**config.mk**
```make
export PLATFORM = sky130hd
export DESIGN_NAME = vsph_sqrt_cell
export DESIGN_NICKNAME = d
export VERILOG_FILES = /design/src/rtl/core/vsph_pkg.sv /design/src/rtl/core/vsph_sqrt_cell.sv
export SDC_FILE = /design/constraint.sdc
export NUM_CORES = 1
export LEC_CHECK = 0
export ABC_AREA = 1
export BUFFER_PORTS_ARGS = -buffer_cell sky130_fd_sc_hd__buf_4
export CORE_AREA = 3 3 250 252
export DETAILED_ROUTE_END_ITERATION = 10
export DIE_AREA = 0 0 253 255
export PLACE_DENSITY_LB_ADDON = 0.1
export SLEW_MARGIN = 15
export SYNTH_ARGS = -nofsm -noshare
export SYNTH_HDL_FRONTEND = slang
export SYNTH_SLANG_ARGS = --single-unit
```
**constraint.sdc**
```tcl
create_clock -name aclk -period 8 [get_ports aclk]
set_clock_uncertainty 0.05 [all_clocks]
set_input_delay 0.8 -clock aclk [delete_from_list [all_inputs] [get_ports aclk]]
set_output_delay 0.8 -clock aclk [all_outputs]
set_load 0.03 [all_outputs]
```
**src/rtl/core/vsph_pkg.sv**
```systemverilog
`timescale 1ns / 1ps
`default_nettype none

package vsph_pkg;

    localparam int SqrtCells = 32;
    localparam int DivCells  = 31;

    localparam logic [1:0] REG_CENTER_X = 2'd0;
    localparam logic [1:0] REG_CENTER_Y = 2'd1;
    localparam logic [1:0] REG_CENTER_Z = 2'd2;
    localparam logic [1:0] REG_RADIUS   = 2'd3;

    typedef struct packed {
        logic signed [31:0] pos_x;
        logic signed [31:0] pos_y;
        logic signed [31:0] pos_z;
        logic signed [31:0] norm_in_x;
        logic signed [31:0] norm_in_y;
        logic signed [31:0] norm_in_z;
    } in_word_t;

    typedef struct packed {
        logic signed [31:0] out_pos_x;
        logic signed [31:0] out_pos_y;
        logic signed [31:0] out_pos_z;
        logic signed [31:0] out_norm_x;
        logic signed [31:0] out_norm_y;
        logic signed [31:0] out_norm_z;
        logic               was_moved;
    } out_word_t;

    typedef struct packed {
        logic              zero;
        logic [2:0]        neg;
        logic [2:0][31:0]  nin;
    } side_t;

    typedef struct packed {
        logic              valid;
        side_t             side;
        logic [63:0]       rad;
        logic [34:0]       rem;
        logic [31:0]       root;
        logic [2:0][30:0]  a;
    } sq_t;

    typedef struct packed {
        logic              valid;
        side_t             side;
        logic [31:0]       len;
        logic [2:0][62:0]  lane;
    } dv_t;

    function automatic logic [4:0] lz31(input logic [30:0] v);
        logic [4:0] cnt;
        cnt = 5'd0;
        for (int i = 0; i < 31; i++) begin
            if (v[i]) begin
                cnt = 5'(30 - i);
            end
        end
        return cnt;
    endfunction

endpackage

`default_nettype wire

```
**src/rtl/core/vsph_sqrt_cell.sv**
```systemverilog
`timescale 1ns / 1ps
`default_nettype none

module vsph_sqrt_cell (
    input  wire logic     aclk,
    input  wire logic     aresetn,
    input  wire logic     en,
    input  vsph_pkg::sq_t cell_in,
    output vsph_pkg::sq_t cell_out
);
    import vsph_pkg::*;

    sq_t         cell_reg, cell_next;
    logic [34:0] rem_sh;
    logic [34:0] trial;

    always_comb begin
        cell_next = cell_in;
        rem_sh = {cell_in.rem[32:0], cell_in.rad[63:62]};
        trial  = {1'b0, cell_in.root, 2'b01};
        cell_next.rad = {cell_in.rad[61:0], 2'b00};
        if (rem_sh >= trial) begin
            cell_next.rem  = rem_sh - trial;
            cell_next.root = {cell_in.root[30:0], 1'b1};
        end else begin
            cell_next.rem  = rem_sh;
            cell_next.root = {cell_in.root[30:0], 1'b0};
        end
    end

    always_ff @(posedge aclk) begin
        if (!aresetn) begin
            cell_reg.valid <= 1'b0;
        end else if (en) begin
            cell_reg <= cell_next;
        end
    end

    assign cell_out = cell_reg;

endmodule

`default_nettype wire

```
Word-level counts from Yosys, hierarchy flattened
Index checks and enable logic that the tools add are counted.
{"block": "totals", "output_inout_bits": 325, "elab_cells": 16, "register_bits": 323}
{"block": "classes", "muxes": 1, "order_cmp": 1, "n_reduce_logical": 1, "add_sub_neg": 1}
{"op": "67-bit two-way mux", "n": 1}
{"op": "35-bit by 34-bit >= comparator with 1-bit output", "n": 1}
{"op": "35-bit by 34-bit subtractor with 35-bit output", "n": 1}
{"op": "2-bit AND reduction", "n": 1}

Logic depth before layout (Yosys ltp)
{"block": "depth", "ltp_word": 2, "depth_mapped": 16}

Least setup slack after synthesis
Ideal clock, no wire load.
{"block": "synth_path", "path_kind": "input to register", "from": "input aresetn", "to": "register cell_reg, in the netlist cell_out[0], enable pin", "arrival_time_ps": 7002, "setup_time_ps": 671, "path_slack_ps": 277, "stages": 2, "path_buffers": 0, "path_cell_list": "nand2_1 -> inv_1"}
{"block": "synth_via", "elab_chain_len": 1}
{"item": "start, declared", "line": "vsph_sqrt_cell.sv:6", "source": "input wire logic aresetn,"}
{"item": "2-bit AND reduction (no line)"}
{"item": "end signal, assigned", "line": "vsph_sqrt_cell.sv:35", "source": "cell_reg <= cell_next;"}
{"item": "end, declared", "line": "vsph_sqrt_cell.sv:13", "source": "sq_t cell_reg, cell_next;"}
No other way between the ends.
A chain may end at the register's enable or synchronous reset.

==> results by group <==
Outcome
  • Status: completed

Floorplanning
  • Rows: 90
  • Die ar.: approximately 65000 um2
  • Initial Utilization: 0.2128
  • I/O pin count: 653
  • Chip width: roughly 250 um
  • Placeable Area: 60360 um2
  • Die span in y: approximately 260 um

GRT
  • Vias in the first global route: ~9900
  • First-pass GRT wire length: roughly 74000 um
  • Pin count of the biggest net entering global routing: 130
  • Initial antenna violation count: 20
  • Total track usage: 0.1623
  • GRT Residual Overflow: 0

Route
  • Length of the first detailed-routing pass in iterations: 4
  • Initial drt markers: ~500
  • Via density: between 3 and 4
  • DR WL/cell: around 22 um
  • DRC viols: 0
  • Antenna Nets Post-Route: 0
  • DR vias: around 9900
  • Routed WL: roughly 56000 um

Yosys
  • Mapped Area: between 10000 and 15000 um2
  • Yosys top cell area share: 0.7528
  • Synthesis-stage register bit count: ~320
  • Ranking of synthesized cells by area: edfxtp_1 (75%), nand2_1 (9.0%), inv_1 (3.7%)
  • Post-synthesis sequential area ratio: 0.7543
  • Area leader, netlist: edfxtp_1
  • Synthesis warning total: 0
  • Primary FF master, synth: edfxtp_1
  • Post-synth EDFFs: 322
  • Syn Inst Count: a little under 1000
  • Async SR Flop Fraction: 0
  • Post-synthesis area per instance: 12.99 um2
  • Number of distinct library cells after synthesis: 30

CTS
  • Clock latency at the later pin of the worst-skew pair: approximately 0.55 ns
  • Clock sink count: around 320
  • Max H-tree Level: 2
  • Cts bufs inserted: roughly 40
  • Setup Buffers After CTS: 0
  • CTS tree: done
  • Post-CTS sizing: 0
  • CTS clk-pin slew, worst paths: approximately 0.06 ns
  • Cts hold-fix bufs: 0
  • Clk root buf: clkbuf_16
  • Clk buf depth: 3

Worst setup path
  • Reg2reg end: cell_out[324]
  • WP data arrival: a little over 3 ns
  • Crit-path cells: buf_4, inv_1, ha_1, nand2_1, nor3_1, nand3b_1, nor2_1, nor2_2, nand2_4, inv_4, nand2_1, nand2_1
  • Critical Path Source Type: primary input
  • Worst setup EP type: register
  • CP most frequent cell: nand2_1
  • CP peak stage delay: 0.38 ns
  • R2R Setup Slk: between 7 and 8 ns
  • CP Class: primary input to register
  • Crit Path Max Fanout: 37
  • Worst Path Required: a little over 8 ns
  • Slowest stage cell, crit path: nand2_4
  • Worst Reg2Reg Path Length in Cells: 2
  • Worst r2r src: cell_out[324]

Power and ir drop
  • Total power per unit cell area: ~240 nW/um2
  • Lkg Pwr: 8.892 nW
  • Total Power: between 0.004 and 0.005 W
  • Worst VDD drop: 0.0001940 V

Layout
  • Nets: 2038
  • Share of cells above drive strength 1: 0.4251
  • Area delta synth->final: 55.63%
  • Max reg flops: roughly 320

STA
  • FMAX: around 350 MHz
  • Setup TNS: 0 ns
  • Final Setup Violations: 0
  • Worst-Margin Slew: approximately 1.1 ns
  • Final Hold Fails: 0
  • Slew Limit Headroom: 0.2982
  • Final worst path period share: 0.3561
  • Max Slew Vio Count: 0
  • Min Tclk post-route: approximately 2.8 ns
  • Unrepaired setup endpoints after global routing: no

Hold path
  • Worst hold path depth: 1
  • Min-delay src: cell_in[215]
  • Hold Crit Endpoint: cell_out[217]
  • Worst hold path class: primary input to register

Placement
  • DP HPWL: ~45000 um
  • Placer Congestion: between 0.8 and 0.9
  • Number of port buffers: around 650

Flow run
  • Max Cap Viol: 0
[cell families after synthesis]
group	synth area share
and+or+nand+nor	0.1372
DFF	0.7543
buffers and inverters	0.04461
AOI/OAI and AO/OA	0.01812
adders and majority gates	0.03312
xor gates and xnor gates	0.01227
other	0.0002919
[how the worst max path moves through the flow]
stage	slack, ns	depth (start not counted)	start	end
CTS	5.08	12	cell_in[106]	cell_out[151]
detailed placement	4.45	12	cell_in[106]	cell_out[151]
global placement	4.43	12	cell_in[106]	cell_out[151]
finish	5.15	12	cell_in[106]	cell_out[151]
floorplan	0.28	2	aresetn	cell_out[0]
global route	4.89	14	cell_in[100]	cell_out[144]
[power breakdown]
part	switching [W]	total (W)	internal, W
logic	0.000545	0.000863	0.000318
registers	0.0000323	0.00204	0.00201
clock network	0.000731	0.00185	0.00112
total	0.00131	0.00475	0.00344
[placed cells by master (no fill, tap or decap)]
cell        count
clkbuf_8        3
clkbuf_1       11
a21o_1          2
nand3_1        33
xnor2_1         2
bufinv_16       4
xor2_1         16
a21oi_1        26
inv_1         124
nand2_1       307
inv_8           1
inv_4           1
nand2_4         1
o21a_1          2
edfxtp_1      322
nand4_1         4
conb_1          2
inv_6           1
o21bai_1        2
dfxtp_1         1
o21ai_1         1
buf_4         651
clkinv_16       1
nand3_2         2
nor3_1          9
nor2_1         58
clkinv_1        6
nor3_2          2
clkinvlp_4      1
clkinv_2        2
inv_2           5
nor2_2          3
o21ai_0         7
diode_2         6
nand3b_1       10
a21oi_2         2
nand2_2         2
clkbuf_16      42
ha_1           34
[metal layers]
metal  vias to the layer above  track usage  part of all wire
li1                       4717            -                 -
met1                      4649       0.1516              0.32
met2                       360       0.3143              0.55
met3                        99      0.07103             0.097
met4                        26      0.05372             0.027
met5                         -            0            0.0031
[cell usage after synthesis (3+ instances only)]
cell and n:
edfxtp_1 322, nand2_1 307, inv_1 125, nor2_1 58, ha_1 34, nand3_1 33, a21oi_1 26, xor2_1 16
nand3b_1 10, nor3_1 9, o21ai_0 7, inv_2 5, buf_4 4, buf_6 4, nand4_1 4, nor2_2 3
[per-stage QoR]
stage          std cells  instance area (um2)  hold WS, ns  utilization  setup WS [ns]
2_1_floorplan        990                12850       0.6050            -         0.2770
3_3_place_gp        2415                18650       0.4842       0.3089          4.426
3_5_place_dp        2415                18650       0.4823       0.3089          4.453
4_1_cts             2485                19980       0.3095       0.3309          5.076
5_1_grt             2487                19980       0.3197       0.3310          4.891
6_report            2491                19990       0.3635       0.3312          5.151
[layout make-up]
type	instances	area, um2
fill	6193	40370
inverter	132	505.5
antenna	6	15.01
clock inverter	14	195.2
clock buffer	56	1134
multi-input combinational	527	2586
sequential	323	9689
tap	782	978.4
timing repair buffer	651	4887
[critical path, delay by kind of cell]
kind | cells | cell delay (ns)
buffers and inverters | 3 | 0.42
AND/OR/NAND/NOR | 8 | 1.49
adder cells (fa/ha/maj) | 1 | 0.36
Power figures use the tool's default switching activity.
