## src/rtl/core/vsph_pkg.sv

```systemverilog
`timescale 1ns / 1ps
`default_nettype none

package vsph_pkg;

    localparam int SqrtCells = 32;
    localparam int DivCells  = 31;

    localparam logic [1:0] REG_CENTER_X = 2'd0;
    localparam logic [1:0] REG_CENTER_Y = 2'd1;
    localparam logic [1:0] REG_CENTER_Z = 2'd2;
    localparam logic [1:0] REG_RADIUS   = 2'd3;

    typedef struct packed {
        logic signed [31:0] pos_x;
        logic signed [31:0] pos_y;
        logic signed [31:0] pos_z;
        logic signed [31:0] norm_in_x;
        logic signed [31:0] norm_in_y;
        logic signed [31:0] norm_in_z;
    } in_word_t;

    typedef struct packed {
        logic signed [31:0] out_pos_x;
        logic signed [31:0] out_pos_y;
        logic signed [31:0] out_pos_z;
        logic signed [31:0] out_norm_x;
        logic signed [31:0] out_norm_y;
        logic signed [31:0] out_norm_z;
        logic               was_moved;
    } out_word_t;

    typedef struct packed {
        logic              zero;
        logic [2:0]        neg;
        logic [2:0][31:0]  nin;
    } side_t;

    typedef struct packed {
        logic              valid;
        side_t             side;
        logic [63:0]       rad;
        logic [34:0]       rem;
        logic [31:0]       root;
        logic [2:0][30:0]  a;
    } sq_t;

    typedef struct packed {
        logic              valid;
        side_t             side;
        logic [31:0]       len;
        logic [2:0][62:0]  lane;
    } dv_t;

    function automatic logic [4:0] lz31(input logic [30:0] v);
        logic [4:0] cnt;
        cnt = 5'd0;
        for (int i = 0; i < 31; i++) begin
            if (v[i]) begin
                cnt = 5'(30 - i);
            end
        end
        return cnt;
    endfunction

endpackage

`default_nettype wire

```

## src/rtl/core/vsph_div_cell.sv

```systemverilog
`timescale 1ns / 1ps
`default_nettype none

module vsph_div_cell (
    input  wire logic     aclk,
    input  wire logic     aresetn,
    input  wire logic     en,
    input  vsph_pkg::dv_t cell_in,
    output vsph_pkg::dv_t cell_out
);
    import vsph_pkg::*;

    dv_t              cell_reg, cell_next;
    logic [2:0][32:0] t;
    logic [2:0][32:0] dif;
    logic [2:0]       ge;
    logic [2:0][31:0] rem_n;

    always_comb begin
        cell_next = cell_in;
        for (int i = 0; i < 3; i++) begin
            t[i]   = {cell_in.lane[i][62:31], cell_in.lane[i][30]};
            dif[i] = t[i] - {1'b0, cell_in.len};
            ge[i]  = t[i] >= {1'b0, cell_in.len};
            rem_n[i] = ge[i] ? dif[i][31:0] : t[i][31:0];
            cell_next.lane[i] = {rem_n[i], cell_in.lane[i][29:0], ge[i]};
        end
    end

    always_ff @(posedge aclk) begin
        if (!aresetn) begin
            cell_reg.valid <= 1'b0;
        end else if (en) begin
            cell_reg <= cell_next;
        end
    end

    assign cell_out = cell_reg;

endmodule

`default_nettype wire

```

## config.mk

```make
export PLATFORM = sky130hd
export DESIGN_NAME = vsph_div_cell
export DESIGN_NICKNAME = d
export VERILOG_FILES = /design/src/rtl/core/vsph_pkg.sv /design/src/rtl/core/vsph_div_cell.sv
export SDC_FILE = /design/constraint.sdc
export NUM_CORES = 1
export LEC_CHECK = 0
export ABC_AREA = 1
export BUFFER_PORTS_ARGS = -buffer_cell sky130_fd_sc_hd__buf_4
export CORE_AREA = 2 2 250 252
export CTS_BUF_LIST = sky130_fd_sc_hd__clkbuf_16
export CTS_CLUSTER_DIAMETER = 120
export DETAILED_ROUTE_END_ITERATION = 16
export DIE_AREA = 0 0 252 254
export GPL_TIMING_DRIVEN = 0
export HOLD_SLACK_MARGIN = 0.12
export PLACE_DENSITY_LB_ADDON = 0.25
export SLEW_MARGIN = 20
export SYNTH_ARGS = -nofsm -noshare
export SYNTH_HDL_FRONTEND = slang
export SYNTH_SLANG_ARGS = --single-unit
export TNS_END_PERCENT = 10
```

## constraint.sdc

```tcl
create_clock -name aclk -period 16.43 [get_ports aclk]
set_input_delay 0.8215 -clock aclk [delete_from_list [all_inputs] [get_ports aclk]]
set_output_delay 0.8215 -clock aclk [all_outputs]
set_load 0.1 [all_outputs]
```

After elaboration in Yosys (flattened, before gate mapping)
Cells that the tools add are included.
{"block": "totals", "reg_bits": 322, "output_inout_bits": 322}
{"block": "classes", "n_addsub": 3, "magnitude_cmp": 3, "mux": 3, "n_reduce_logical": 1}
{"op": ">= comparator 33 x 32 -> 1 bit", "n": 3}
{"op": "2-to-1 mux 32 bit", "n": 3}
{"op": "subtractor 32 bit", "n": 3}
{"op": "AND reduction 2 bit", "n": 1}

Longest topological paths before layout
Gate-level depths: netlist (run 1).
{"block": "depth", "ltp_word": 2, "depth_mapped": 16, "depth_no_buf": 15}

Least setup slack after synthesis (run 1)
No wires, ideal clock.
{"block": "synth_path", "path_kind": "input -> register", "from": "input aresetn", "to": "register cell_reg, in the netlist cell_out[0], enable pin", "setup_time_ns": 0.671, "arrival_time_ns": 7.004, "required_ns": 15.759, "slack_ns": 8.756, "stages": 2, "cell_sequence": "nand2_1 inv_1"}
{"block": "synth_via", "elab_chain_cells": 1}
{"element": "start: declaration", "line_no": "vsph_div_cell.sv:6", "rtl": "input wire logic aresetn,"}
{"element": "AND reduction 2 bit (no line)"}
{"element": "end signal: assignment", "line_no": "vsph_div_cell.sv:34", "rtl": "cell_reg <= cell_next;"}
{"element": "end: declaration", "line_no": "vsph_div_cell.sv:13", "rtl": "dv_t cell_reg, cell_next;"}
No other way between the ends.
A chain may end at the register's enable or synchronous reset.

==> impl_metrics.toml, run 1 <==
[status]
status = "finished clean"

[route]
drt-wirelength-per-cell_um = 21.2
avgViaCountPerCell = 4.59
ant_nets = 0
vias = 17400
dr.pass1.iters = 6
drt_iter0_drc = 1091
post-route-drc-count = 0
drt_wl_total_um = 80200

[min_path]
min_path_type = "in -> reg"
min-delay-start = "cell_in[238]"

[clock_tree]
cts_tree = "done"
cts_hold_buffers = 0
cts_max_path_buffers = 3
cts_buffers = 39
cts_root_buffer = "clkbuf_16"
worst_skew_pair.late_latency_ns = 0.56
clkSlewWorstSetupHoldPaths_ns = 0.06
cts.sinks = 322
post-cts-setup-buffers = 0
cts-resized-gates = 0
ctsHtreeMaxLevel = 2

[pwr]
peakVddDrop_mv = 0.0874
total_power_mw = 2.87
p_per_area_mw_per_mm2 = 110
p_leak_nw = 13.3

[floorplanning]
num_rows = 91
core_area_mm2 = 0.0613
num_io_pins = 647
start_util = 0.309
die_w_um = 252
dieArea_mm2 = 0.0640
die_h_um = 254

[placement]
portBuffers = 646
place_congestion = 0.907
dp_slack_ns = 13.13
placed_area_mm2 = 0.0249
dp_hpwl_um = 66600
dp_cells = 3706

[worst_setup_path]
worst-path-buf-inv = 3
critPathLaunchType = "input pin"
cpPeakStageDelay_ns = 0.50
cp.arrival_ns = 3.02
worstPathCellList = "buf_4 -> inv_1 -> ha_1 -> nand2_1 -> nor2_1 -> nand2_1 -> nor2_1 -> nand2_1 -> nand3_2 -> nor2_4 -> buf_4 -> nand3_1 -> nand2_1"
cp_common_cell = "nand2_1"
crit_family = "simple AND/OR/NAND/NOR gates"
crit_slowest_cell = "ha_1"
critical_path_class = "in -> reg"
r2r-start = "cell_out[321]$_SDFFE_PN0P_"
cp-startpoint = "cell_in[210]"
path_max_fanout = 10
cp.required_ns = 16.74
crit_path_end_kind = "flip-flop"

[synth]
synthFlopType = "edfxtp_1"
yosysUniqueCellTypes = 33
synth_seq_cells = 322
yosysSeqAreaShare = 0.510
synth-edff-count = 321
syn-num-nets = 2691
postSynthAreaPerCell_um2 = 8.35
synth_cells = 2267
synthArstFlopShare = 0
synthesis.area_mm2 = 0.0189
yosysWarnings = 0

[run]
drv_cap = 0

[global_routing]
grt_max_degree = 91
grt_use_total = 0.241
grt_overflow_total = 0
grt_pass1_wl_um = 112000
grt_pass1_vias = 16800
antenna_found_initial = 12

[sta]
worst_pin_slew_ns = 0.540
setup_tns_ns = 0
hold_viol = 0
slew_violations = 0
fmax_mhz = 369
fin_ws_ns = 13.72
slew_headroom = 0.640
period_minus_slack_ns = 2.71
fin_crit_sh = 0.165
skew_ns = 0
rsz0062_at_grt = "false"
finalSetupViolations = 0

[finish]
syn2layout_area_growth_pct = 37.8
final_nets = 3381
fin_area_mm2 = 0.0261
stdcell_count = 3780
drive_above_1_share = 0.268
largest_reg_flops = 322
## routing by layer
metal / track usage / up-vias / wire length [um]
met5: 0 / - / 118
met4: 0.0813 / 18 / 2760
met3: 0.0667 / 114 / 6280
met2: 0.428 / 581 / 39800
met1: 0.279 / 8088 / 31200
li1: - / 8565 / -
## cell usage after synthesis (3+ instances only)
cell type  instances  area [um^2]
xor2_1            39          342
nor2_4             3         33.8
buf_4              3         22.5
buf_2             17         85.1
o21bai_1           5         37.5
nand3b_1          11         82.6
nand3_2           13          130
nand2_1          883         3310
edfxtp_1         321         9640
nand4_1           11         68.8
fa_1               3         60.1
a21oi_1           62          310
nand3_1          175          876
nand2_2           13         81.3
o21ai_0            4         20.0
nor3_1            21          105
buf_6              6         67.6
xnor2_1            3         26.3
and2_1            15         93.8
nor2_1           117          439
nor2_2             9         56.3
inv_1            411         1540
inv_2              3         11.3
nand2_4           10          113
ha_1              96         1200
## cells by family after synthesis
group | count (synthesis) | synth area share
compound gates | 71 | 0.0194
xor+xnor | 42 | 0.0194
fa+ha+maj | 99 | 0.0666
buf+inv | 443 | 0.0939
flops | 322 | 0.510
simple gates | 1290 | 0.291
## through the flow
step                      utilization  hold slack (ns)
after floorplan                     -            0.915
after global placement          0.405            0.531
after detailed placement        0.406            0.564
after CTS                       0.426            0.381
after global routing            0.426            0.389
final                           0.426            0.423
## worst register-to-register path: stages (launching register included)
cell and delay, ns:
dfxtp_1 0.32, o21ai_0 0.16, a21oi_1 0.06
## cell type report
cell class,count,area (um^2)
timing repair buffer,649,4930
inverter,414,1560
clock inverter,31,254
multi-input combinational,1502,7500
buffer,29,225
fill,6208,35100
sequential,322,9660
clock buffer,39,976
tap,790,988
antenna,4,10.0
## power by group
group | internal (mW) | switching, mW | total [mW]
Combinational | 0.244 | 0.774 | 1.02
Clock | 0.470 | 0.376 | 0.846
Sequential | 0.986 | 0.0215 | 1.01
## path summary, 6_finish.rpt
check	slack [ns]	end	depth (start not counted)
max	13.72	cell_out[177]$_DFFE_PP_	13
min reg2reg	0.57	cell_out[321]$_SDFFE_PN0P_	2
max reg2reg	15.78	cell_out[321]$_SDFFE_PN0P_	2
min	0.42	cell_out[238]$_DFFE_PP_	1
## layout by cell type (no fill, tap or decap), types with 2 or more instances in the layout
cell        instances
clkbuf_16          39
nand3b_2            2
nand2_2            13
xnor2_1             3
edfxtp_1          321
clkinv_2            9
a21oi_1            62
inv_2               3
nand2_8             2
buf_16              3
nor2_4              3
inv_1             416
clkinv_1            4
nand2_4            10
nor3_1             21
buf_2              17
buf_8               2
nor2_1            117
diode_2             4
nand3_1           175
nand3b_1           11
and2_1             15
nand3_2            13
buf_4             649
clkinvlp_4          4
nand4_1            11
buf_6               6
nor3_2              2
nand2_1           883
fa_1                3
ha_1               96
nor2_2              9
o21bai_1            5
o21ai_0             4
xor2_1             39
inv_6               3
bufinv_16           2
or2_2               2
Power figures use the tool's default switching activity.
==> run 2: changes to the inputs <==
==> constraint.sdc (replaced) <==
create_clock -name aclk -period 2.65 [get_ports aclk]
set_input_delay 0.1325 -clock aclk [delete_from_list [all_inputs] [get_ports aclk]]
set_output_delay 0.1325 -clock aclk [all_outputs]
set_load 0.1 [all_outputs]
==> run 2 against run 1 <==
  * Register-to-register slack got worse by 14 ns
  * Clock-buffer cell count increased by 1
  * Wire length increased by 4.0%
==> impl_metrics.toml, run 2 (synthesis results as in run 1) <==
[min_path]
min_path_type = "in -> reg"
min-delay-start = "cell_in[62]"

[clock_tree]
clkSlewWorstSetupHoldPaths_ns = 0.06
cts.sinks = 322
cts_tree = "done"
cts_buffers = 39
cts_max_path_buffers = 3
ctsHtreeMaxLevel = 2
worst_skew_pair.late_latency_ns = 0.55
cts_root_buffer = "clkbuf_16"

[sta]
whs_ns = 0.212
period_minus_slack_ns = 2.58
slew_violations = 0
finalSetupViolations = 0
fin_crit_sh = 0.975
worst_pin_slew_ns = 0.491
fmax_mhz = 387
skew_ns = 0
rsz0062_at_grt = "true"
fin_ws_ns = 0.0673
hold_viol = 0
slew_headroom = 0.672

[route]
dr.pass1.iters = 5
post-route-drc-count = 0
drt_wl_total_um = 83400
avgViaCountPerCell = 4.52
drt-wirelength-per-cell_um = 20.3
vias = 18600
drt_iter0_drc = 1129
ant_nets = 0

[worst_setup_path]
cp.required_ns = 2.93
critPathLaunchType = "input pin"
cp.arrival_ns = 2.86
cp-startpoint = "cell_in[203]"
critical_path_class = "in -> reg"
path_max_fanout = 10
crit_path_end_kind = "flip-flop"
r2r-start = "cell_out[321]$_SDFFE_PN0P_"

[finish]
largest_reg_flops = 322
syn2layout_area_growth_pct = 56.2
drive_above_1_share = 0.248
layout_commonest_cell = "nand2_1"
stdcell_count = 4110
final_nets = 3712
mostFrequentLayoutCells = "882 x nand2_1, 652 x buf_4, 411 x inv_1"

[floorplanning]
start_util = 0.309
die_w_um = 252
dieArea_mm2 = 0.0640
die_h_um = 254
core_area_mm2 = 0.0613
num_io_pins = 647
num_rows = 91

[global_routing]
grt_overflow_total = 0
grt_max_degree = 38
grt_use_total = 0.253
grt_pass1_vias = 18800
grt_pass1_wl_um = 119000
antenna_found_initial = 4

[status]
status = "finished clean"

[placement]
portBuffers = 646
dp_cells = 3713
dp_slack_ns = 0.0474
dp_hpwl_um = 67300
place_congestion = 0.930

[pwr]
p_leak_nw = 14.7
p_per_area_mw_per_mm2 = 623
peakVddDrop_mv = 0.526

[run]
drv_cap = 0
run 2: final timing paths:
path | endpoint | slack (ns) | cells after the start
min | cell_out[31]$_DFFE_PP_ | 0.21 | 7
min reg2reg | cell_out[321]$_SDFFE_PN0P_ | 1.11 | 3
max | cell_out[36]$_DFFE_PP_ | 0.07 | 14
max reg2reg | cell_out[321]$_SDFFE_PN0P_ | 1.46 | 3
run 2: power breakdown:
part           leakage [nW]  internal, mW  switching (mW)
Sequential             3.01          6.11           0.137
Clock                 0.625          3.14            2.25
Combinational          11.1          1.86            4.94
Total                  14.7          11.1            7.34
run 2: worst max-delay path: stages:
cell and delay [ns]:
dlygate4sd3_1 0.55, buf_4 0.12, inv_1 0.22, ha_1 0.45
nand2_1 0.12, nor2_1 0.25, nand2_1 0.10, nor2_1 0.20
nand2_1 0.10, nand3_2 0.09, nor2_4 0.06, buf_2 0.21
nand3_1 0.11, nand2_1 0.14
run 2: what timing repair did:
item,CTS,global route
setup endpoints to repair,0,36
setup buffers,0,4
gates resized for setup,0,16
endpoints found under the hold margin,319,0
hold buffers,320,0
run 2: layout make-up:
cell class                      count  area, um^2
Antenna cell                        4        10.0
Buffer                             29         225
Clock buffer                       40        1000
Clock inverter                     29         262
Fill cell                        5860       31700
Inverter                          414        1570
Multi-Input combinational cell   1502        7570
Sequential cell                   322        9660
Tap cell                          790         988
Timing Repair Buffer              980        8300
run 2: per-stage QoR:
stage | util | instance area (um^2) | TNS (ns) | power, mW
final | 0.483 | 29600 | 0 | 18.4
after global routing | 0.483 | 29600 | -0.0648 | 19.2
after floorplan | - | 19000 | -873.15 | 10.9
after detailed placement | 0.408 | 25000 | 0 | 12.7
after global placement | 0.405 | 24800 | -1681.88 | 12.7
after CTS | 0.481 | 29500 | 0 | 18.6
run 2: per-layer routing:
layer | GRT usage | routed length, um | up-vias
met5 | 0 | 13 | -
met4 | 0.120 | 4230 | 2
met3 | 0.0499 | 4730 | 148
met2 | 0.434 | 40200 | 615
met1 | 0.305 | 34200 | 8590
li1 | - | - | 9229
